File: config.mk
export PLATFORM = sky130hd
export DESIGN_NAME = ccg_ram
export DESIGN_NICKNAME = d
export VERILOG_FILES = /design/src/rtl/ccg_ram.sv
export SDC_FILE = /design/constraint.sdc
export NUM_CORES = 2
export LEC_CHECK = 0
export ABC_AREA = 1
export BUFFER_PORTS_ARGS = -buffer_cell sky130_fd_sc_hd__buf_2
export CORE_ASPECT_RATIO = 1.75
export CORE_MARGIN = 2
export CORE_UTILIZATION = 50
export CTS_CLUSTER_DIAMETER = 30
export CTS_CLUSTER_SIZE = 24
export DETAILED_ROUTE_END_ITERATION = 8
export GPL_ROUTABILITY_DRIVEN = 1
export PLACE_DENSITY = 0.65
export SYNTH_ARGS = -nofsm -noshare
export SYNTH_HDL_FRONTEND = slang
export SYNTH_SLANG_ARGS = --single-unit
File: constraint.sdc
create_clock -name clock -period 2.6 [get_ports clock]
set_input_delay 0.52 -clock clock [delete_from_list [all_inputs] [get_ports clock]]
set_output_delay 0.52 -clock clock [all_outputs]
set_load 0.05 [all_outputs]
File: src/rtl/ccg_ram.sv
// ============================================================================
// ccg_ram
// Generic single-write, single-read RAM with a registered, enabled read.
// ============================================================================
module ccg_ram #(
   parameter int WIDTH = 8,
   parameter int DEPTH = 256
) (
   input  logic                     clock,
   input  logic                     we,
   input  logic [$clog2(DEPTH)-1:0] waddr,
   input  logic [WIDTH-1:0]         wdata,
   input  logic                     re,
   input  logic [$clog2(DEPTH)-1:0] raddr,
   output logic [WIDTH-1:0]         rdata
);

   logic [WIDTH-1:0] mem_ff [DEPTH];
   logic [WIDTH-1:0] rdata_ff;

   always_ff @(posedge clock) begin
      if (we) begin
         mem_ff[waddr] <= wdata;
      end
      if (re) begin
         rdata_ff <= mem_ff[raddr];
      end
   end

   assign rdata = rdata_ff;

endmodule

# After elaboration in Yosys (flattened, before gate mapping)
# Memories as Yosys holds them, arrays and structs flattened. A register that Yosys moved wholly into a read port is not among the register bits.
# Cells that the tools add are included.
# classes
muxes	2
# ops
op	count
2-to-1 mux 1 bit	2
# word_totals
reg_bits	0
in_bits	27
out_inout_bits	8
mem_count	1
ramBits	2048
# memory_table
name	words	word_bits	rd	rd_clocked_by_memory_dff	write_ports	line_no	text
mem_ff	256	8	1	1	1	18	logic [WIDTH-1:0] mem_ff [DEPTH];

# Longest topological paths before layout
# logic_depth
word_depth	2
mapped_depth	15
mapped_depth_nobuf	11

# Worst setup path before layout
# No wires, ideal clock.
# synth_timing
path_type	input port to flip-flop
start	input port we
end	memory mem_ff[162][0], enable pin
path_buffers	2
slack_ps	589
arrival_ps	1641
required_ps	2230
stages	4
path_cell_list	clkbuf_1 > nand3_1 > clkbuf_1 > nor2_1
# synth_via
elab_chain_cells	2
# synth_lines
element	line_no	text
start, declared	10	input logic we,
2-to-1 mux 1 bit	22	if (we) begin
2-to-1 mux 1 bit (implied by the code)	23	mem_ff[waddr] <= wdata;
end, declared	18	
# Every way passes these cells.

==> results.ini <==
[floorplanning]
die_h_um=545
die-width_um=313
rows=198
start_util_pct=50.3
core-area_um2=166000
ios=35
dieArea_um2=170000

[drt]
dr_total_vias=56900
firstDrtPassIters=7
drt_iter0_markers=6409
wl_per_cell_um=24.5
via_per_inst=5.81
drc_errors=0
drtAntennaViolNets=0
wl_um=240000

[worst_setup_path]
cpMostUsedCell=nand3_1
critPathCapture=rdata[5]$_DFFE_PP_
cp.arrival_ps=2970
cp_top_family=simple AND/OR/NAND/NOR gates
critPathSlowestCell=inv_16
path_cells=buf_8, inv_16, buf_4, buf_12, buf_12, buf_4, nand2_1, nand3_1, nand3_1, nand3_1, nand3_1, nand3_1, nand3_1, nand2_1, nand2_1, nand2_1
rrSetupSlack_ps=340
path_depth=16
r2r-end=rdata[2]$_DFFE_PP_
required_ps=3280
endpoint_kind=flip-flop
r2r_start=mem_ff[111][2]$_DFFE_PP_
crit_path_max_incr_delay_ps=240
crit_type=in -> reg
reg2regPathDepth=11
crit_buf_inv=6
cp-start-kind=input pin
worstSetupStartpoint=raddr[0]
crit_fanout=38

[timing]
slew_headroom_pct=44.0
clock_skew_ps=35.9
worst_slew_pin_slew_ps=840
slew_viol_final=0
clock.fmax_mhz=436
hold_violations=0
rsz0062_at_grt=no
fin_setup_tns_ps=0
setup_viol=0
min_period_over_period_pct=88.2
period_needed_ps=2290

[global_route]
grt_pass1_wl_um=353000
grt_pass1_vias=55700
grt_max_degree=103
gr-total-overflow=0
antenna_found_initial=7
track_usage_pct=28.0

[clocking]
cts.repair.resized=0
cts-root-buf=clkbuf_16
clockBufferDepth=4
clk_latency_ps=840
cts_sinks=2056
clk_pin_slew_ps=70
cts_tree=done
htree_levels=4
cts_buffers=206

[place]
dpl.hpwl_um=154000
io_buffers=34
dp.cells=9404
gp_congestion=0.957

[run]
maxCapViolCount=0

[synthesis]
yosys_warnings=0
synth-seq-area-share_pct=74.0
synth_seq_cells=2056
synth_area_leaders=edfxtp_1, nand3_1, nand2_1
synth_largest_area_cell=edfxtp_1
synth_common_cells=nand2_1, edfxtp_1, nand3_1, nor2_1, buf_2
synthesis.area_um2=83500
yosys.cell_types.count=13
yosys.area.top_type_share_pct=74.0
async_reset_ff_share_pct=0
synth_area_per_cell_um2=11.9
synth_edf_count=2056
synth_most_common_cell=nand2_1
synth-main-ff-cell=edfxtp_1
synth_nets=7030
netlist_instances=7003

[power]
p_sw_mw=17.0
finalPower_mw=71.8
clockPowerShare_pct=42.4
ir_drop_uv=505
swShare_pct=23.7
cellPowerDensity_nw_per_um2=735
power_leakage_nw=35.0
seq_power_share_pct=50.9
intPower_mw=54.8
p_comb_share_pct=6.6

[outcome]
outcome=finished clean

[final_layout]
drive_gt1_share_pct=13.8
area_delta_synth_final_pct=16.9
nNetsFinal=7440
fillers=13000
fin_cells=9788

[worst_hold_path]
hp-class=in -> reg

==> worst min-delay path by stage <==
stage	startpoint	endpoint	depth (start not counted)
after CTS	wdata[4]	mem_ff[111][4]$_DFFE_PP_	1
after global placement	wdata[3]	mem_ff[99][3]$_DFFE_PP_	1
after global routing	wdata[4]	mem_ff[111][4]$_DFFE_PP_	1
after floorplan	wdata[0]	mem_ff[0][0]$_DFFE_PP_	0
after detailed placement	wdata[3]	mem_ff[99][3]$_DFFE_PP_	1
final	wdata[4]	mem_ff[111][4]$_DFFE_PP_	1
==> state kept, by name, summed over array words and instances, names as in the netlist <==
signal / cells
rdata: 8
mem_ff: 2048
==> cell families (layout without fill, tap and decap cells) <==
family | Yosys count | count (layout) | synth area share [%]
simple gates | 4425 | 4425 | 22.9
flops | 2056 | 2056 | 74.0
buf+inv | 522 | 1101 | 3.12
other cells | 0 | 6 | 0
==> repair_timing <==
item                                   CTS  global route
hold buffers                             1             0
buffers inserted                         0             0
endpoints found under the hold margin   11             0
==> power by group through the flow <==
stage | Sequential [mW] | Clock (mW) | Combinational [mW]
floorplan | 37.3 | 0 | 2.25
global placement | 37.3 | 0 | 4.67
detailed placement | 37.3 | 0 | 4.72
CTS | 36.6 | 30.7 | 4.74
global route | 36.5 | 31.9 | 5.08
finish | 36.6 | 30.5 | 4.76
==> placed cells by master, fill, tap and decap left out, types with 22 or more instances in the layout <==
| cell | Yosys | final |
|---|---|---|
| edfxtp_1 | 2056 | 2056 |
| nor2_1 | 283 | 283 |
| buf_12 | 0 | 125 |
| inv_6 | 0 | 33 |
| inv_8 | 0 | 29 |
| inv_1 | 36 | 34 |
| buf_4 | 46 | 526 |
| clkinvlp_4 | 0 | 23 |
| clkbuf_16 | 0 | 208 |
| nand2_1 | 2123 | 2117 |
| nand3_1 | 2019 | 2019 |
| buf_2 | 268 | 22 |
==> worst reg2reg max path, delay by kind of cell, from the launching register on <==
| family | cells | cell delay (ps) |
|---|---|---|
| flops | 1 | 380 |
| buf+inv | 1 | 170 |
| simple gates | 10 | 1450 |
==> metrics by stage <==
stage	hold WS, ps	instance area [um2]	util (%)	setup WS [ps]
2_1_floorplan	619	83500	-	589
3_3_place_gp	882	90500	54.6	-447
3_5_place_dp	886	90500	54.6	-458
4_1_cts	77.8	97600	58.8	331
5_1_grt	95.0	97600	58.8	290
6_report	102	97600	58.8	308
==> layout make-up <==
| type | instances | area [um2] | share of cell area [%] |
|---|---|---|---|
| clock inverter | 157 | 1790 | 1.84 |
| antenna | 6 | 15.0 | 0.0154 |
| tap | 2200 | 2750 | 2.82 |
| inverter | 39 | 180 | 0.185 |
| multi-input combinational | 4425 | 19200 | 19.6 |
| sequential | 2056 | 61700 | 63.2 |
| timing repair buffer | 685 | 6740 | 6.90 |
| clock buffer | 220 | 5250 | 5.38 |
==> routing by layer <==
layer / wire length, um / global-route usage [%]
met5: 20 / 0
met4: 15400 / 16.3
met3: 17700 / 3.44
met2: 122000 / 48.9
met1: 84800 / 33.3
Note: power is estimated with default switching activity, not from simulation.
