File: src/rtl/ccg_pkg.sv
// ============================================================================
// ccg_pkg
// Shared types, constants and helpers of the coprocessor cartridge glue.
// ============================================================================
package ccg_pkg;

   localparam int RAM_BYTES = 8192;
   localparam int ROM_BYTES = 32768;
   localparam int RAM_AW    = $clog2(RAM_BYTES);
   localparam int ROM_AW    = $clog2(ROM_BYTES);

   localparam int ACC_W     = 27;
   localparam int FREQ_W    = 21;
   localparam int JMP_W     = 4;
   localparam int CSR_IDX_W = 2;
   localparam int CSR_DAT_W = 21;

   localparam logic [ACC_W-1:0]  ACC_MAX     = {ACC_W{1'b1}};
   localparam logic [FREQ_W-1:0] FREQ_RESET  = 21'd985248;

   localparam logic [ACC_W-1:0]  RATE_BASE   = 27'd5000000;
   localparam logic [ACC_W-1:0]  RATE_JMP0   = 27'd10000000;
   localparam logic [ACC_W-1:0]  RATE_JMP1   = 27'd20000000;
   localparam logic [ACC_W-1:0]  RATE_JMP2   = 27'd30000000;
   localparam logic [ACC_W-1:0]  RATE_JMP3   = 27'd50000000;

   localparam logic [7:0] BYTE_ABSENT = 8'hff;

   localparam logic [CSR_IDX_W-1:0] CSR_JUMPER      = 2'd0;
   localparam logic [CSR_IDX_W-1:0] CSR_HOST_FREQ   = 2'd1;
   localparam logic [CSR_IDX_W-1:0] CSR_ROM_PRESENT = 2'd2;

   typedef enum logic [2:0] {
      OP_COP_READ   = 3'd0,
      OP_COP_WRITE  = 3'd1,
      OP_COP_IDLE   = 3'd2,
      OP_IO1_WRITE  = 3'd3,
      OP_IO2_WRITE  = 3'd4,
      OP_IO2_READ   = 3'd5,
      OP_HOST_TICK  = 3'd6,
      OP_ROM_LOAD   = 3'd7
   } op_type;

   typedef struct packed {
      logic [JMP_W-1:0]  jumper;
      logic [FREQ_W-1:0] host_freq;
      logic              rom_present;
   } cfg_type;

   typedef struct packed {
      logic step;
      logic cop_cycle;
      logic host_tick;
   } pace_type;

   // Coprocessor clock rate selected by the speed jumpers.
   function automatic logic [ACC_W-1:0] cop_rate(input logic [JMP_W-1:0] jmp);
      logic [ACC_W-1:0] r;
      r = RATE_BASE;
      if (jmp[0]) r = r + RATE_JMP0;
      if (jmp[1]) r = r + RATE_JMP1;
      if (jmp[2]) r = r + RATE_JMP2;
      if (jmp[3]) r = r + RATE_JMP3;
      return r;
   endfunction

endpackage

File: src/rtl/ccg_csr.sv
// ============================================================================
// ccg_csr
// Configuration registers: speed jumpers, host clock rate, ROM present.
// ============================================================================
module ccg_csr (
   input  logic                             clock,
   input  logic                             reset,
   input  logic                             csr_valid,
   output logic                             csr_ready,
   input  logic [ccg_pkg::CSR_IDX_W-1:0]    csr_index,
   input  logic [ccg_pkg::CSR_DAT_W-1:0]    csr_data,
   output ccg_pkg::cfg_type                 cfg
);

   ccg_pkg::cfg_type cfg_ff;
   logic             wr;

   assign csr_ready = 1'b1;
   assign wr        = csr_valid && csr_ready;

   always_ff @(posedge clock) begin
      if (reset) begin
         cfg_ff.jumper      <= '0;
         cfg_ff.host_freq   <= ccg_pkg::FREQ_RESET;
         cfg_ff.rom_present <= 1'b0;
      end else if (wr) begin
         case (csr_index)
            ccg_pkg::CSR_JUMPER:      cfg_ff.jumper      <= csr_data[ccg_pkg::JMP_W-1:0];
            ccg_pkg::CSR_HOST_FREQ:   cfg_ff.host_freq   <= csr_data[ccg_pkg::FREQ_W-1:0];
            ccg_pkg::CSR_ROM_PRESENT: cfg_ff.rom_present <= csr_data[0];
            default: ;
         endcase
      end
   end

   assign cfg = cfg_ff;

endmodule

File: config.mk
export PLATFORM = sky130hd
export DESIGN_NAME = ccg_csr
export DESIGN_NICKNAME = d
export VERILOG_FILES = /design/src/rtl/ccg_pkg.sv /design/src/rtl/ccg_csr.sv
export SDC_FILE = /design/constraint.sdc
export NUM_CORES = 1
export LEC_CHECK = 0
export BUFFER_PORTS_ARGS = -buffer_cell sky130_fd_sc_hd__buf_2
export CAP_MARGIN = 20
export CELL_PAD_IN_SITES_DETAIL_PLACEMENT = 1
export CELL_PAD_IN_SITES_GLOBAL_PLACEMENT = 1
export CORE_MARGIN = 1
export CORE_UTILIZATION = 30
export CTS_CLUSTER_DIAMETER = 100
export DETAILED_ROUTE_END_ITERATION = 12
export PLACE_DENSITY = 0.79
export REMOVE_ABC_BUFFERS = 1
export SKIP_CTS_REPAIR_TIMING = 1
export SLEW_MARGIN = 40
export SYNTH_ARGS = -nofsm -noshare
export SYNTH_HDL_FRONTEND = slang
export SYNTH_SLANG_ARGS = --single-unit
File: constraint.sdc
create_clock -name clock -period 0.9 [get_ports clock]
set_clock_uncertainty 0.05 [all_clocks]
set_input_delay 0.18 -clock clock [delete_from_list [all_inputs] [get_ports clock]]
set_output_delay 0.18 -clock clock [all_outputs]
set_load 0.02 [all_outputs]
[After elaboration in Yosys (flattened, before gate mapping)]
Cells that the tools add are included.
Storage, ports and cells
  bits in registers: 26
  bits of input ports: 26
  output and inout bits: 27
  logic and storage cells: 9
Cells by class
  equality and inequality tests: 2
  reduce and logical (&&, ||, !) cells: 4
Operators by type and width (count)
  $reduce_and A2 Y1: 3
  $eq A2 B1 Y1 const B: 1
  $eq A2 B2 Y1 const B: 1
  $logic_not A2 Y1: 1

[Longest topological paths before layout]
Gate-level depths: netlist of run 1.
  word-level depth: 2
  mapped depth: 4
  mapped depth without buffers: 2

[Worst setup path after synthesis of run 1]
OpenSTA, ideal clock, no wires.
  kind: input-to-reg
  from: input csr_index[1] in the netlist's numbering
  to: register cfg_ff, in the netlist cfg[22]
  setup time: 119 ps
  arrival: 790 ps
  setup slack: -59 ps
  stages: 3
  buffers on the path: 1
  path through: or3b_1 buf_6 mux2i_1
Between the ends
  cells in the longest elaborated chain, start to end: 2
RTL lines
  from (decl): line ccg_csr.sv:10  | input logic [ccg_pkg::CSR_IDX_W-1:0] csr_index,
  $logic_not A2 Y1: line ccg_csr.sv:27  | case (csr_index)
  $reduce_and A2 Y1 (no line)
  to (decl): line ccg_csr.sv:15  | ccg_pkg::cfg_type cfg_ff;
Every way passes these cells.
A chain may end at the register's enable or synchronous reset.

[Worst setup path after layout of run 1]
  from: register cfg_ff, in the netlist cfg[4]
  to: output cfg[4] in the netlist's numbering
RTL lines
  to (decl): line ccg_csr.sv:12  | output ccg_pkg::cfg_type cfg
No word-level cell between the ends.

==> flow_summary.yaml, run 1 <==
setup_path:
  end_kind: "primary output"
  crit_slowest_cell: "dfxtp_2"
  critPathRequiredTime_ps: 670
  crit_path_max_fanout: 2
  crit_chain: "buf_6"
  startpoint_type: "flip-flop"
  critPathBufInv: 1
  crit_arrival_ps: 730
  path_class: "reg -> out"
  critPathTopFamily: "flip-flops"
  cp_slowest_stage_delay_ps: 350
drt:
  via_per_inst: 4.433
  wire_per_inst_um: 13.52
  vias: 953
  antenna_left: 0
  routed_wl_mm: 2.907
  dr.pass1.iters: 4
  drcViolationCount: 0
  drt_iter0_drc: 32
outcome:
  failed_checks: "setup timing"
  status: "finished with violations"
global_routing:
  grt_usage_pct: 12.55
  grt_pass1_wl_mm: 3.974
  grt_pass1_vias: 901
  grt_overflow: 0
  antenna_found_initial: 0
  grt_max_degree: 48
clocking:
  cts.clk_slew.worst_paths_ps: 90
  cts_root_buf: "clkbuf_8"
  cts_made_buffers: 3
  cts_buffer_depth: 2
  cts_tree: "yes"
  clock_latency_ps: 260
  htree_levels: 1
  clock_sinks: 26
timing:
  setup_violations: 26
  min_period_ps: 964.9
  slew_violations: 0
  grt_setup_unrepaired: "true"
  fmax_mhz: 1036
  tns_ps: -1285
  final_hold_viol_count: 0
  period_share_pct: 107.2
  fin_ws_ps: -64.90
logic_synthesis:
  synth_cell_types: 13
  seq_area_frac_synth_pct: 45.81
  netlist.area_leader.share_pct: 45.81
  synth_seq_cells: 26
  synth_area_mm2: 0.001136
  ys_top_cells_by_area: "dfxtp_1 (46%), mux2i_1 (23%), nand2b_1 (18%)"
  netlist_instances: 113
  yosysTopAreaCell: "dfxtp_1"
  synth.avg_cell_area_um2: 10.05
  yosys_warnings: 0
finish:
  fillers: 379
  area_delta_synth_final_pct: 53.30
  layout.cells.non_filler: 215
  seq_area_um2: 553.0
  fin_util_pct: 50.22
  drive_above_1_share_pct: 55.03
  multiInputGateArea_um2: 549.3
  largest_reg_flops: 26
  layout.nets: 197
  diodes: 0
floorplanning:
  dieArea_mm2: 0.004037
  die_w_um: 63.54
  pin_count: 53
  die_h_um: 63.54
  rows: 21
  initial_utilization_pct: 32.76
  coreArea_mm2: 0.003468
placement:
  placed_cells: 201
  port_buffers: 51
  gp_congestion: 0.6489
  dp_slack_ps: -290.7
  hpwl_mm: 1.835
hold_path:
  hp-class: "in -> reg"
power:
  power_mw: 2.261
  cellLeakagePower_nw: 0.7638
  powerDensity_mw_per_mm2: 1298
  peakVddDrop_mv: 0.6529
flow_run:
  drv_cap: 0
cells in the mapped netlist:
cell,n
and3b_1,1
buf_2,2
buf_4,1
buf_6,3
clkbuf_1,3
clkbuf_2,1
conb_1,1
dfxtp_1,26
mux2i_1,26
nand2b_1,33
nand3b_1,1
nor2_1,14
or3b_1,1
worst min-delay path, stage by stage:
cell	delay, ps
buf_2	90
nand2b_1	50
mux2i_1	60
placed cells by master (no fill, tap or decap), drive strengths merged:
cell,instances
and3b,1
nor2,14
conb,1
dfxtp,26
nand3b,1
buf,61
clkbuf,5
or3b,1
mux2i,26
nand2b,33
kinds of logic (layout without fill, tap and decap cells):
| group | count (synthesis) | count (layout) | share of synthesized area, % |
|---|---|---|---|
| mux | 26 | 26 | 22.91 |
| simple gates | 50 | 50 | 25.00 |
| flops | 26 | 26 | 45.82 |
| other cells | 1 | 1 | 0.3301 |
| buf+inv | 10 | 66 | 5.947 |
routing by layer:
layer,part of all wire (%),vias up,routed length (um),global-route usage (%)
met1,39,448,1131,14.40
met2,56,32,1621,22.87
met5,0,-,0,0
met4,0.41,0,12,4.261
met3,4.9,2,142,2.355
li1,-,471,-,-
final timing paths:
| kind | from | endpoint | slack (ps) | cells after the start |
|---|---|---|---|---|
| worst max-delay path | cfg[4] | cfg[4] | -60 | 1 |
| worst min-delay path | csr_data[6] | cfg[7] | 100 | 3 |
| worst max register to register | cfg[18] | cfg[18] | 120 | 3 |
| worst min register to register | cfg[7] | cfg[7] | 430 | 2 |
stage by stage:
step                      hold WS, ps  area, um^2
final                           103.9        1742
after CTS                       109.6        1443
after detailed placement        396.7        1401
after global routing            108.1        1742
after global placement          386.6        1401
after floorplan                 284.7        1069
where the power goes:
group	leakage [nW]	switching (mW)	internal (mW)
registers	0.217	0.0297	1.20
clock network	0.0216	0.344	0.299
logic	0.525	0.175	0.214
total	0.764	0.549	1.71
layout make-up:
class | instances | share of cell area (%)
Multi-Input combinational cell | 77 | 31.54
Sequential cell | 26 | 31.75
Clock buffer | 3 | 2.371
Tap cell | 46 | 3.305
Timing Repair Buffer | 63 | 31.03
Power figures use the tool's default switching activity.
==> run 2: changes to the inputs <==
PLACE_DENSITY = default   (was 0.79)
PLACE_DENSITY_LB_ADDON = 0.25   (was default)
==> run 2 against run 1 <==
  * The flow still finishes with violations (setup timing)
  * Clock power increased by 49%
  * Sequential share of layout area is 0.21 points higher
  * Via count up 0.94%
  * Global-route usage grew 0.75 points
  * Setup slack about the same
  * Register-to-register slack barely moved
  * Combinational power is 5% lower
  * Total power increased by 13%
  * Cell count down 0.93%
  * Fmax is essentially flat
  * Non-clock buffer count down 3
  * Wire length down 9.1%
  * Critical path type unchanged
  * Critical endpoint is now cfg[22]
==> flow_summary.yaml, run 2 (synthesized netlist as in run 1, its figures left out) <==
outcome:
  status: "finished with violations"
  failed_checks: "setup timing"
floorplanning:
  rows: 21
  die_h_um: 63.54
  coreArea_mm2: 0.003468
  initial_utilization_pct: 32.76
  die_w_um: 63.54
  dieArea_mm2: 0.004037
  pin_count: 53
setup_path:
  r2r_end: "cfg[22]"
  critPathRequiredTime_ps: 670
  crit_arrival_ps: 740
  crit_path_max_fanout: 2
  r2r_start: "cfg[22]"
  critPathTopFamily: "flip-flops"
  cp_slowest_stage_delay_ps: 350
  worst-path-stages: 1
  path_class: "reg -> out"
  crit_slowest_cell: "dfxtp_2"
  startpoint_type: "flip-flop"
  end_kind: "primary output"
  reg2reg_depth: 3
  rrSetupSlack_ps: 110
  crit_chain: "buf_6"
  critPathBufInv: 1
timing:
  tns_ps: -1394
  fin_ws_ps: -65.28
  fmax_mhz: 1036
  period_share_pct: 107.3
  final_hold_viol_count: 0
  slew_violations: 0
  whs_ps: 106.0
  grt_setup_unrepaired: "true"
  setup_violations: 26
  min_period_ps: 965.3
drt:
  drcViolationCount: 0
  wl_met2_mm: 1.361
  routed_wl_mm: 2.642
  wire_per_inst_um: 12.40
  wl_met1_mm: 1.083
  antenna_left: 0
  dr.pass1.iters: 3
  vias: 962
  drt_iter0_drc: 18
  top_layer: "met4"
  met3_length_um: 178
  via_per_inst: 4.516
power:
  cellLeakagePower_nw: 0.7578
  peakVddDrop_mv: 0.5543
  powerDensity_mw_per_mm2: 1478
  power_mw: 2.557
finish:
  largest_reg_flops: 26
  area_delta_synth_final_pct: 52.31
  layout.cells.non_filler: 213
  diodes: 0
  final_common_cell: "nand2b_1"
  fin_util_pct: 49.89
  fin_area_mm2: 0.001730
  most-common-layout-cells: "nand2b_1 (33), mux2i_1 (26), dfxtp_2 (26), buf_6 (26), buf_2 (24)"
  drive_above_1_share_pct: 53.89
  layout.nets: 194
clocking:
  clock_latency_ps: 260
  cts_root_buf: "clkbuf_8"
  clock_sinks: 26
  cts.clk_slew.worst_paths_ps: 90
  cts_buffer_depth: 2
  cts_tree: "yes"
  htree_levels: 1
  cts_made_buffers: 3
hold_path:
  min_to: "cfg[16]"
  hp-class: "in -> reg"
  worstHoldStart: "csr_data[15]"
  whs_path_depth: 3
global_routing:
  grt_usage_pct: 13.30
  grt_pass1_vias: 984
  grt_pass1_wl_mm: 4.278
  antenna_found_initial: 0
  grt_overflow: 0
  grt_max_degree: 48
placement:
  placed_cells: 201
  dpl_cell_area_mm2: 0.001401
  hpwl_mm: 1.680
  dp_slack_ps: -300.8
  port_buffers: 51
  gp_congestion: 0.6658
flow_run:
  drv_cap: 0
## run 2: report_power, final
part	switching (mW)	internal [mW]	total, mW	leakage, nW
sequential	0.0294	1.20	1.23	0.217
clock	0.364	0.594	0.958	0.0357
combinational	0.168	0.203	0.371	0.505
total	0.561	2.00	2.56	0.758
## run 2: worst max-delay path by stage
stage / startpoint / endpoint
6_report: cfg[22] / cfg[22]
5_1_grt: cfg[14] / cfg[14]
4_1_cts: cfg[14] / cfg[14]
3_5_place_dp: reset / cfg[22]
3_3_place_gp: csr_index[1] / cfg[22]
2_1_floorplan: csr_index[1] / cfg[10]
## run 2: layout make-up
cell class,instances,area [um^2]
well taps,46,57.56
repair buffers,60,500.5
fillers,396,1738
multi-input cells,77,548.0
clock inverters,1,30.03
flip-flops and latches,26,553.0
clock buffers,3,41.29
## run 2: routing by layer
metal,vias to the layer above,GRT usage (%)
li1,467,-
met1,453,16.26
met2,38,23.01
met3,4,2.717
met4,0,4.261
met5,-,0
