`config.mk`:
```
export PLATFORM = sky130hd
export DESIGN_NAME = ccg_pacer
export DESIGN_NICKNAME = d
export VERILOG_FILES = /design/src/rtl/ccg_pkg.sv /design/src/rtl/ccg_pacer.sv
export SDC_FILE = /design/constraint.sdc
export NUM_CORES = 1
export LEC_CHECK = 0
export ABC_AREA = 1
export BUFFER_PORTS_ARGS = -buffer_cell sky130_fd_sc_hd__clkbuf_2
export CAP_MARGIN = 15
export CELL_PAD_IN_SITES_DETAIL_PLACEMENT = 1
export CELL_PAD_IN_SITES_GLOBAL_PLACEMENT = 2
export CORE_MARGIN = 1.5
export CORE_UTILIZATION = 37
export CTS_BUF_LIST = sky130_fd_sc_hd__clkbuf_2
export CTS_CLUSTER_DIAMETER = 30
export DETAILED_ROUTE_END_ITERATION = 8
export PLACE_DENSITY_LB_ADDON = 0.1
export REMOVE_ABC_BUFFERS = 1
export SYNTH_ARGS = -nofsm -noshare
export SYNTH_HDL_FRONTEND = slang
export SYNTH_SLANG_ARGS = --single-unit
export TNS_END_PERCENT = 20
```
`constraint.sdc`:
```
create_clock -name clock -period 8.25 [get_ports clock]
set_input_delay 0.825 -clock clock [delete_from_list [all_inputs] [get_ports clock]]
set_output_delay 0.825 -clock clock [all_outputs]
set_load 0.02 [all_outputs]
```
`src/rtl/ccg_pkg.sv`:
```
// ============================================================================
// ccg_pkg
// Shared types, constants and helpers of the coprocessor cartridge glue.
// ============================================================================
package ccg_pkg;

   localparam int RAM_BYTES = 8192;
   localparam int ROM_BYTES = 32768;
   localparam int RAM_AW    = $clog2(RAM_BYTES);
   localparam int ROM_AW    = $clog2(ROM_BYTES);

   localparam int ACC_W     = 27;
   localparam int FREQ_W    = 21;
   localparam int JMP_W     = 4;
   localparam int CSR_IDX_W = 2;
   localparam int CSR_DAT_W = 21;

   localparam logic [ACC_W-1:0]  ACC_MAX     = {ACC_W{1'b1}};
   localparam logic [FREQ_W-1:0] FREQ_RESET  = 21'd985248;

   localparam logic [ACC_W-1:0]  RATE_BASE   = 27'd5000000;
   localparam logic [ACC_W-1:0]  RATE_JMP0   = 27'd10000000;
   localparam logic [ACC_W-1:0]  RATE_JMP1   = 27'd20000000;
   localparam logic [ACC_W-1:0]  RATE_JMP2   = 27'd30000000;
   localparam logic [ACC_W-1:0]  RATE_JMP3   = 27'd50000000;

   localparam logic [7:0] BYTE_ABSENT = 8'hff;

   localparam logic [CSR_IDX_W-1:0] CSR_JUMPER      = 2'd0;
   localparam logic [CSR_IDX_W-1:0] CSR_HOST_FREQ   = 2'd1;
   localparam logic [CSR_IDX_W-1:0] CSR_ROM_PRESENT = 2'd2;

   typedef enum logic [2:0] {
      OP_COP_READ   = 3'd0,
      OP_COP_WRITE  = 3'd1,
      OP_COP_IDLE   = 3'd2,
      OP_IO1_WRITE  = 3'd3,
      OP_IO2_WRITE  = 3'd4,
      OP_IO2_READ   = 3'd5,
      OP_HOST_TICK  = 3'd6,
      OP_ROM_LOAD   = 3'd7
   } op_type;

   typedef struct packed {
      logic [JMP_W-1:0]  jumper;
      logic [FREQ_W-1:0] host_freq;
      logic              rom_present;
   } cfg_type;

   typedef struct packed {
      logic step;
      logic cop_cycle;
      logic host_tick;
   } pace_type;

   // Coprocessor clock rate selected by the speed jumpers.
   function automatic logic [ACC_W-1:0] cop_rate(input logic [JMP_W-1:0] jmp);
      logic [ACC_W-1:0] r;
      r = RATE_BASE;
      if (jmp[0]) r = r + RATE_JMP0;
      if (jmp[1]) r = r + RATE_JMP1;
      if (jmp[2]) r = r + RATE_JMP2;
      if (jmp[3]) r = r + RATE_JMP3;
      return r;
   endfunction

endpackage

```
`src/rtl/ccg_pacer.sv`:
```
// ============================================================================
// ccg_pacer
// Rate accumulator that paces the coprocessor against the host clock.
// ============================================================================
module ccg_pacer (
   input  logic                          clock,
   input  logic                          reset,
   input  logic [ccg_pkg::FREQ_W-1:0]    host_freq,
   input  logic [ccg_pkg::JMP_W-1:0]     jumper,
   input  ccg_pkg::pace_type             pace,
   output logic                          run_enable
);

   logic [ccg_pkg::ACC_W-1:0] acc_ff;
   logic [ccg_pkg::ACC_W-1:0] acc_in;
   logic [ccg_pkg::ACC_W:0]   sum;
   logic [ccg_pkg::ACC_W-1:0] rate;

   assign rate = ccg_pkg::cop_rate(jumper);
   assign sum  = {1'b0, acc_ff} + {{(ccg_pkg::ACC_W + 1 - ccg_pkg::FREQ_W){1'b0}}, host_freq};

   always_comb begin
      acc_in = acc_ff;
      if (pace.cop_cycle) begin
         acc_in = sum[ccg_pkg::ACC_W] ? ccg_pkg::ACC_MAX : sum[ccg_pkg::ACC_W-1:0];
      end else if (pace.host_tick) begin
         acc_in = (acc_ff > rate) ? acc_ff - rate : '0;
      end
   end

   always_ff @(posedge clock) begin
      if (reset) begin
         acc_ff <= '0;
      end else if (pace.step) begin
         acc_ff <= acc_in;
      end
   end

   // Level seen by the item that is being retired this cycle.
   assign run_enable = acc_in < rate;

endmodule

```
# Yosys cells after proc, flatten, opt, wreduce, memory -nomap -nowiden
# Index checks and enable logic that the tools add are counted.
# W data, S select, Z words.
# totals
ff_bits	27
inputBits	30
out_inout_bits	1
wordCells	16
# classes
add_sub_neg	5
magnitude_cmp	2
n_mux	8
# ops
operator	n
$mux W27	7
$add A27 B25 Y27 const B	2
$add A27 B21 Y28	1
$add A27 B26 Y27 const B	1
$gt A27 B27 Y1	1
$lt A27 B27 Y1	1
$sub A27 B27 Y27	1
$mux W24	1

# Depth between registers and ports, before layout
# Gate-level depths: netlist of run 1.
# logic_depth
ltp_word	12
depth_mapped	37

# Worst setup path before layout of run 1
# OpenSTA, ideal clock, no wires.
# synth_timing
kind	input port to output port
startpoint	input jumper[0] (netlist bit)
endpoint	output run_enable
arrival_ps	4970
required_time_ps	7425
path_slack_ps	2455
cell_stages	33
path_buffers	2
cell_sequence	inv_1 -> ha_1 -> buf_2 -> nand2_1 -> o21a_2 -> ha_1 -> inv_1 -> nor2_1 -> nor3b_1 -> nor2_1 -> o21ai_1 -> nor2_1 -> xor2_1 -> ha_1 -> nand2_1 -> nor2_1 -> nand2_1 -> nor2_1 -> o21ai_1 -> nand3_2 -> nand3_2 -> buf_6 -> o21ai_1 -> nand2_1 -> inv_1 -> ha_1 -> a21oi_1 -> o21ai_0 -> nand2_1 -> o211ai_1 -> nand2_1 -> o2111ai_1 -> a21oi_1
# synth_via
elab_chain_len	12
word_cells_on_any_way	13
cone_classes	add/sub (4); order compare (2); mux (7)
# synth_lines
item	line	text
start, declared	ccg_pacer.sv:9	input logic [ccg_pkg::JMP_W-1:0] jumper,
$mux W24 (*)	ccg_pkg.sv:60	if (jmp[0]) r = r + RATE_JMP0;
$add A27 B25 Y27	ccg_pkg.sv:61	if (jmp[1]) r = r + RATE_JMP1;
$mux W27 (*)	ccg_pkg.sv:61	
$add A27 B25 Y27	ccg_pkg.sv:62	if (jmp[2]) r = r + RATE_JMP2;
$mux W27 (*)	ccg_pkg.sv:62	
$add A27 B26 Y27	ccg_pkg.sv:63	if (jmp[3]) r = r + RATE_JMP3;
$mux W27 (*)	ccg_pkg.sv:63	
$sub A27 B27 Y27 / $gt A27 B27 Y1 (equally long branches)	ccg_pacer.sv:27	acc_in = (acc_ff > rate) ? acc_ff - rate : '0;
$mux W27 (*)	ccg_pacer.sv:27	
$mux W27 (*)	ccg_pacer.sv:26	end else if (pace.host_tick) begin
$mux W27 (*)	ccg_pacer.sv:24	if (pace.cop_cycle) begin
via acc_in (one bit)	ccg_pacer.sv:15	logic [ccg_pkg::ACC_W-1:0] acc_in;
$lt A27 B27 Y1 (*)	ccg_pacer.sv:40	assign run_enable = acc_in < rate;
end, declared	ccg_pacer.sv:11	output logic run_enable
# The timed path passes the listed nets; every way through them passes the cells marked *.

# Worst setup path after layout of run 1
# Same ends and word-level chain as after synthesis.

==> results of run 1 <==
[synthesized netlist by cell type (2+ instances only)]
cell        n
nor2_1     85
a21oi_2     6
nand3b_1   11
nor2_2      3
nand2_1   294
nand4_1    17
clkbuf_1   12
nand3_2     5
o21bai_1    4
or2_2       2
nand2_2     2
dfxtp_1    27
nand3_1    47
a21oi_1    93
a211oi_1    2
xor2_2      2
inv_1     126
and3_1      2
and2_1      3
o21ai_0    62
xor2_1     22
xnor2_1    18
nor3_1     16
o21ai_1    15
buf_6       3
a31oi_1     2
ha_1       71
fa_1        2
[path summary, 6_finish.rpt]
path / start / endpoint / slack [ns] / cells past startpoint
worst max-delay path: jumper[0] / run_enable / 1.14 / 33
worst min-delay path: acc_ff[0]$_SDFFE_PP0P_ / acc_ff[0]$_SDFFE_PP0P_ / 0.51 / 2
worst max register to register: acc_ff[14]$_SDFFE_PP0P_ / acc_ff[18]$_SDFFE_PP0P_ / 5.57 / 11
worst min register to register: acc_ff[0]$_SDFFE_PP0P_ / acc_ff[0]$_SDFFE_PP0P_ / 0.51 / 2
[metal layers]
layer	up-vias	track usage	routed length (microns)
met5	-	0	0
met4	0	0.07353	524
met3	21	0.005991	534
met2	103	0.4479	9273
met1	2860	0.3659	10150
li1	3217	-	-
[power groups by stage]
stage                     logic (mW)  registers (mW)  clock network [mW]
final                          0.540           0.163              0.0562
after global routing           0.612           0.165              0.0613
after CTS                      0.538           0.162              0.0569
after detailed placement       0.535           0.165                   0
after global placement         0.533           0.165                   0
after floorplan                0.377           0.154                   0
[cells by family (layout without fill, tap and decap cells)]
family | Yosys count | after routing | share of synthesized area
other cells | 0 | 1 | 0
simple gates | 494 | 494 | 0.3835
fa+ha+maj | 73 | 73 | 0.1671
compound gates | 190 | 190 | 0.1817
xor+xnor | 42 | 42 | 0.06890
flops | 27 | 27 | 0.09728
buf+inv | 144 | 162 | 0.1015
[area by class of cell]
cell class,instances,share of cell area
clock inverter,1,0.0008518
sequential,27,0.09199
antenna,1,0.0004259
timing repair buffer,30,0.02555
multi-input combinational,799,0.7577
inverter,128,0.08177
tap,184,0.03918
clock buffer,3,0.002555
[worst max-delay path, delay by kind of cell]
kind	cells	cell delay (ns)
AND/OR/NAND/NOR	16	2.08
AO/OA/AOI/OAI	6	1.01
XOR/XNOR	1	0.37
adder cells (fa/ha/maj)	4	1.12
buffers and inverters	6	0.86
==> flow_metrics.tcl, run 1 <==
set metrics [dict create \
    crit_path_start_kind "input port" \
    power_leakage_nw 3.124 \
    drive_gt1_frac 0.06275 \
    grt-ovfl-total 0 \
    final.min_clock_period_ns 7.107 \
    cts_max_level 1 \
    top_regs "acc_ff: 27 flops" \
    firstDrtPassIters 5 \
    synth_seq_area_share 0.09728 \
    postCtsSetupRepairBufs 0 \
    tightest_slew_ns 0.8083 \
    core_sq_um 14590 \
    cts.path.max_buffers 2 \
    max_freq_mhz 140.7 \
    slew_headroom 0.4612 \
    worstPathArrival_ns 6.28 \
    pre_cts_ws_ns 1.206 \
    synthArstFlopShare 0 \
    regArea_sq_um 540.5 \
    swShare 0.5615 \
    synth.avg_cell_area_sq_um 5.728 \
    placed_cell_area_sq_um 5853 \
    numCtsBuffers 3 \
    ys_types 44 \
    multi_input_area_sq_um 4452 \
    critPathMaxFanout 16 \
    antenna_found_initial 1 \
    synth_ff_type "dfxtp_1" \
    regMostFlops "acc_ff" \
    clkPwrFrac 0.074 \
    drv_cap 0 \
    ys_warn_count 0 \
    track_usage 0.2635 \
    cts-root-buf "clkbuf_2" \
    crit_path_top_delay_cell "ha_1" \
    timing.hold.ws_ns 0.5137 \
    die_width_microns 125.5 \
    drtIter0Drc 255 \
    cts_tree "yes" \
    gp_congestion 0.8956 \
    power_switching_uw 426.6 \
    ant_nets 0 \
    initial_core_util 0.3809 \
    fin_ws_ns 1.143 \
    clock_skew_ns 0.01115 \
    dp.cells 1168 \
    dp_hpwl_mm 17.82 \
    vias_per_cell 5.286 \
    synth_cells 970 \
    required_ns 7.42 \
    row_count 44 \
    slew_viol_final 0 \
    fin_setup_tns_ns 0 \
    final_cell_mix "nand2_1 (294), inv_1 (126), a21oi_1 (93)" \
    grt_start_max_net_pins 45 \
    cts_hold_buf 0 \
    dieHeight_microns 125.5 \
    insertion_delay_ns 0.40 \
    syn-cell-area_sq_um 5557 \
    rsz0062_at_grt "false" \
    combPwrFrac 0.711 \
    peakVddDrop_mv 0.04474 \
    place.port_buffers 30 \
    design_area_sq_um 5876 \
    yosys-top-cells-area "nand2_1 (20%), ha_1 (16%), dfxtp_1 (9.7%)" \
    intPower_uw 333.2 \
    drt_wl_total_mm 20.48 \
    ys_seq_elements 27 \
    utilization 0.4027 \
    synth-edff-count 0 \
    syn2layout_area_growth_pct 5.742 \
    path_class "in -> out" \
    period_share 0.8615 \
    cpPeakStageDelay_ns 0.44 \
    grt_pass1_vias 6299 \
    end_kind "output pin" \
    finalHoldViolations 0 \
    p_total_uw 759.8 \
    final_common_cell "nand2_1" \
    clkSinkCount 27 \
    yosysTopAreaCell "nand2_1" \
    layoutNonFillerInstCount 1173 \
    grt_pass1_wl_mm 33.30 \
    ctsResizeCount 0 \
    largest_register_ffs 27 \
    vias 6201 \
    min_path_type "reg -> reg" \
    path_clk_slew_ns 0.28 \
    ios 31 \
    setup_viol 0 \
    dieArea_sq_um 15760 \
    layout.nets 1092 \
    power_density_nw_per_um2 129.3 \
    seqPwrFrac 0.215 \
    status "finished clean" \
    synth_top_area_share 0.1986 \
    drc 0 \
    drt-wirelength-per-cell_microns 17.46 \
    fill_cells 2102 \
]
No activity file was read; power rests on OpenSTA's default activity.
==> inputs of run 2 (changes only) <==
- CORE_MARGIN: 1.5 -> 4
- GPL_TIMING_DRIVEN: not set -> 0
==> flow_metrics.tcl, run 2 (synthesis gave the netlist of run 1 again) <==
set metrics [dict create \
    path_class "in -> out" \
    cts_max_level 1 \
    cts_tree "yes" \
    critPathMaxFanout 16 \
    rsz0062_at_grt "false" \
    power_leakage_nw 3.124 \
    end_kind "output pin" \
    cts_hold_buf 0 \
    crit_family "simple AND/OR/NAND/NOR gates" \
    top_regs "acc_ff: 27 flops" \
    dieArea_sq_um 17040 \
    setup_viol 0 \
    clock_skew_ns 0.008398 \
    largest_register_ffs 27 \
    cts-root-buf "clkbuf_2" \
    gp_congestion 0.8942 \
    fin_setup_tns_ns 0 \
    final_cell_mix "nand2_1 (294), inv_1 (126), a21oi_1 (93)" \
    grt_pass1_wl_mm 31.56 \
    syn2layout_area_growth_pct 5.742 \
    worstPathArrival_ns 6.57 \
    clkSinkCount 27 \
    final.min_clock_period_ns 7.395 \
    ios 31 \
    status "finished clean" \
    numCtsBuffers 3 \
    firstDrtPassIters 5 \
    required_ns 7.42 \
    antenna_found_initial 1 \
    path_clk_slew_ns 0.26 \
    crit_path_top_delay_cell "ha_1" \
    initial_core_util 0.3794 \
    ctsResizeCount 0 \
    power_density_nw_per_um2 127.2 \
    cpPeakStageDelay_ns 0.51 \
    tightest_slew_ns 0.7870 \
    final_common_cell "nand2_1" \
    postCtsSetupRepairBufs 0 \
    core_sq_um 14640 \
    path_buf_inv 7 \
    dp_hpwl_mm 17.23 \
    row_count 44 \
    drt_wl_total_mm 19.65 \
    grt_start_max_net_pins 45 \
    grt-ovfl-total 0 \
    period_share 0.8964 \
    ant_nets 0 \
    slew_headroom 0.4753 \
    slew_viol_final 0 \
    insertion_delay_ns 0.40 \
    grt_pass1_vias 6043 \
    cts.path.max_buffers 2 \
    layout.nets 1092 \
    drc 0 \
    finalHoldViolations 0 \
    peakVddDrop_mv 0.04035 \
    p_total_uw 747.7 \
    drive_gt1_frac 0.06275 \
    die_width_microns 130.5 \
    path_common_cell "nand2_1" \
    track_usage 0.2350 \
    min_path_type "reg -> reg" \
    vias_per_cell 5.194 \
    max_freq_mhz 135.2 \
    drv_cap 0 \
    drt-wirelength-per-cell_microns 16.75 \
    crit_path_start_kind "input port" \
    vias 6092 \
    regMostFlops "acc_ff" \
    dieHeight_microns 130.5 \
    place.port_buffers 30 \
    drtIter0Drc 203 \
]
==> run 2: changes by cell type in the layout (fill, tap and decap cells not counted), sizes merged <==
cell / previous run / this run
clkbuf: 33 / 34
clkinv: 2 / 1
==> run 2: cell type report <==
cell class | count | area (sq um)
Fill cell | 2113 | 8768
Multi-Input combinational cell | 799 | 4452
Sequential cell | 27 | 540.5
Inverter | 128 | 480.5
Tap cell | 184 | 230.2
Timing Repair Buffer | 30 | 150.1
Clock buffer | 4 | 20.02
Antenna cell | 1 | 2.502
==> run 2: tightest hold or removal path: stages, from the launching register on <==
cell and delay [ns]:
dfxtp_1 0.39, nand2_1 0.07, a21oi_1 0.05
==> run 2: final timing paths <==
| check | from | endpoint | slack (ns) | depth (start not counted) |
|---|---|---|---|---|
| hold / removal | acc_ff[0]$_SDFFE_PP0P_ | acc_ff[0]$_SDFFE_PP0P_ | 0.51 | 2 |
| hold reg to reg | acc_ff[0]$_SDFFE_PP0P_ | acc_ff[0]$_SDFFE_PP0P_ | 0.51 | 2 |
| setup / recovery | jumper[0] | run_enable | 0.85 | 33 |
| setup reg to reg | acc_ff[26]$_SDFFE_PP0P_ | acc_ff[24]$_SDFFE_PP0P_ | 5.36 | 13 |
==> run 2: metrics by stage <==
| stage | setup slack [ns] | hold slack (ns) | utilization | area [sq um] | std cells |
|---|---|---|---|---|---|
| after detailed placement | 0.8021 | 0.4853 | 0.3997 | 5853 | 1168 |
| after global placement | 0.8387 | 0.4800 | 0.3997 | 5853 | 1168 |
| final | 0.8547 | 0.5079 | 0.4012 | 5876 | 1173 |
| after floorplan | 2.467 | 0.4464 | - | 5473 | 954 |
| after CTS | 0.7978 | 0.5120 | 0.4011 | 5873 | 1172 |
| after global routing | 0.2480 | 0.5484 | 0.4012 | 5876 | 1173 |
==> run 2: power by group <==
part / internal, mW / total, mW / leakage [nW] / switching [mW]
Combinational: 0.180 / 0.530 / 2.88 / 0.350
Sequential: 0.142 / 0.162 / 0.223 / 0.0199
Clock: 0.0127 / 0.0562 / 0.0166 / 0.0435
Total: 0.334 / 0.748 / 3.12 / 0.413
==> run 2: per-layer routing <==
layer  part of all wire  GRT usage
met1               0.51     0.3309
met5                  0          0
met4              0.018    0.05566
met3              0.013   0.002439
met2               0.46     0.4029
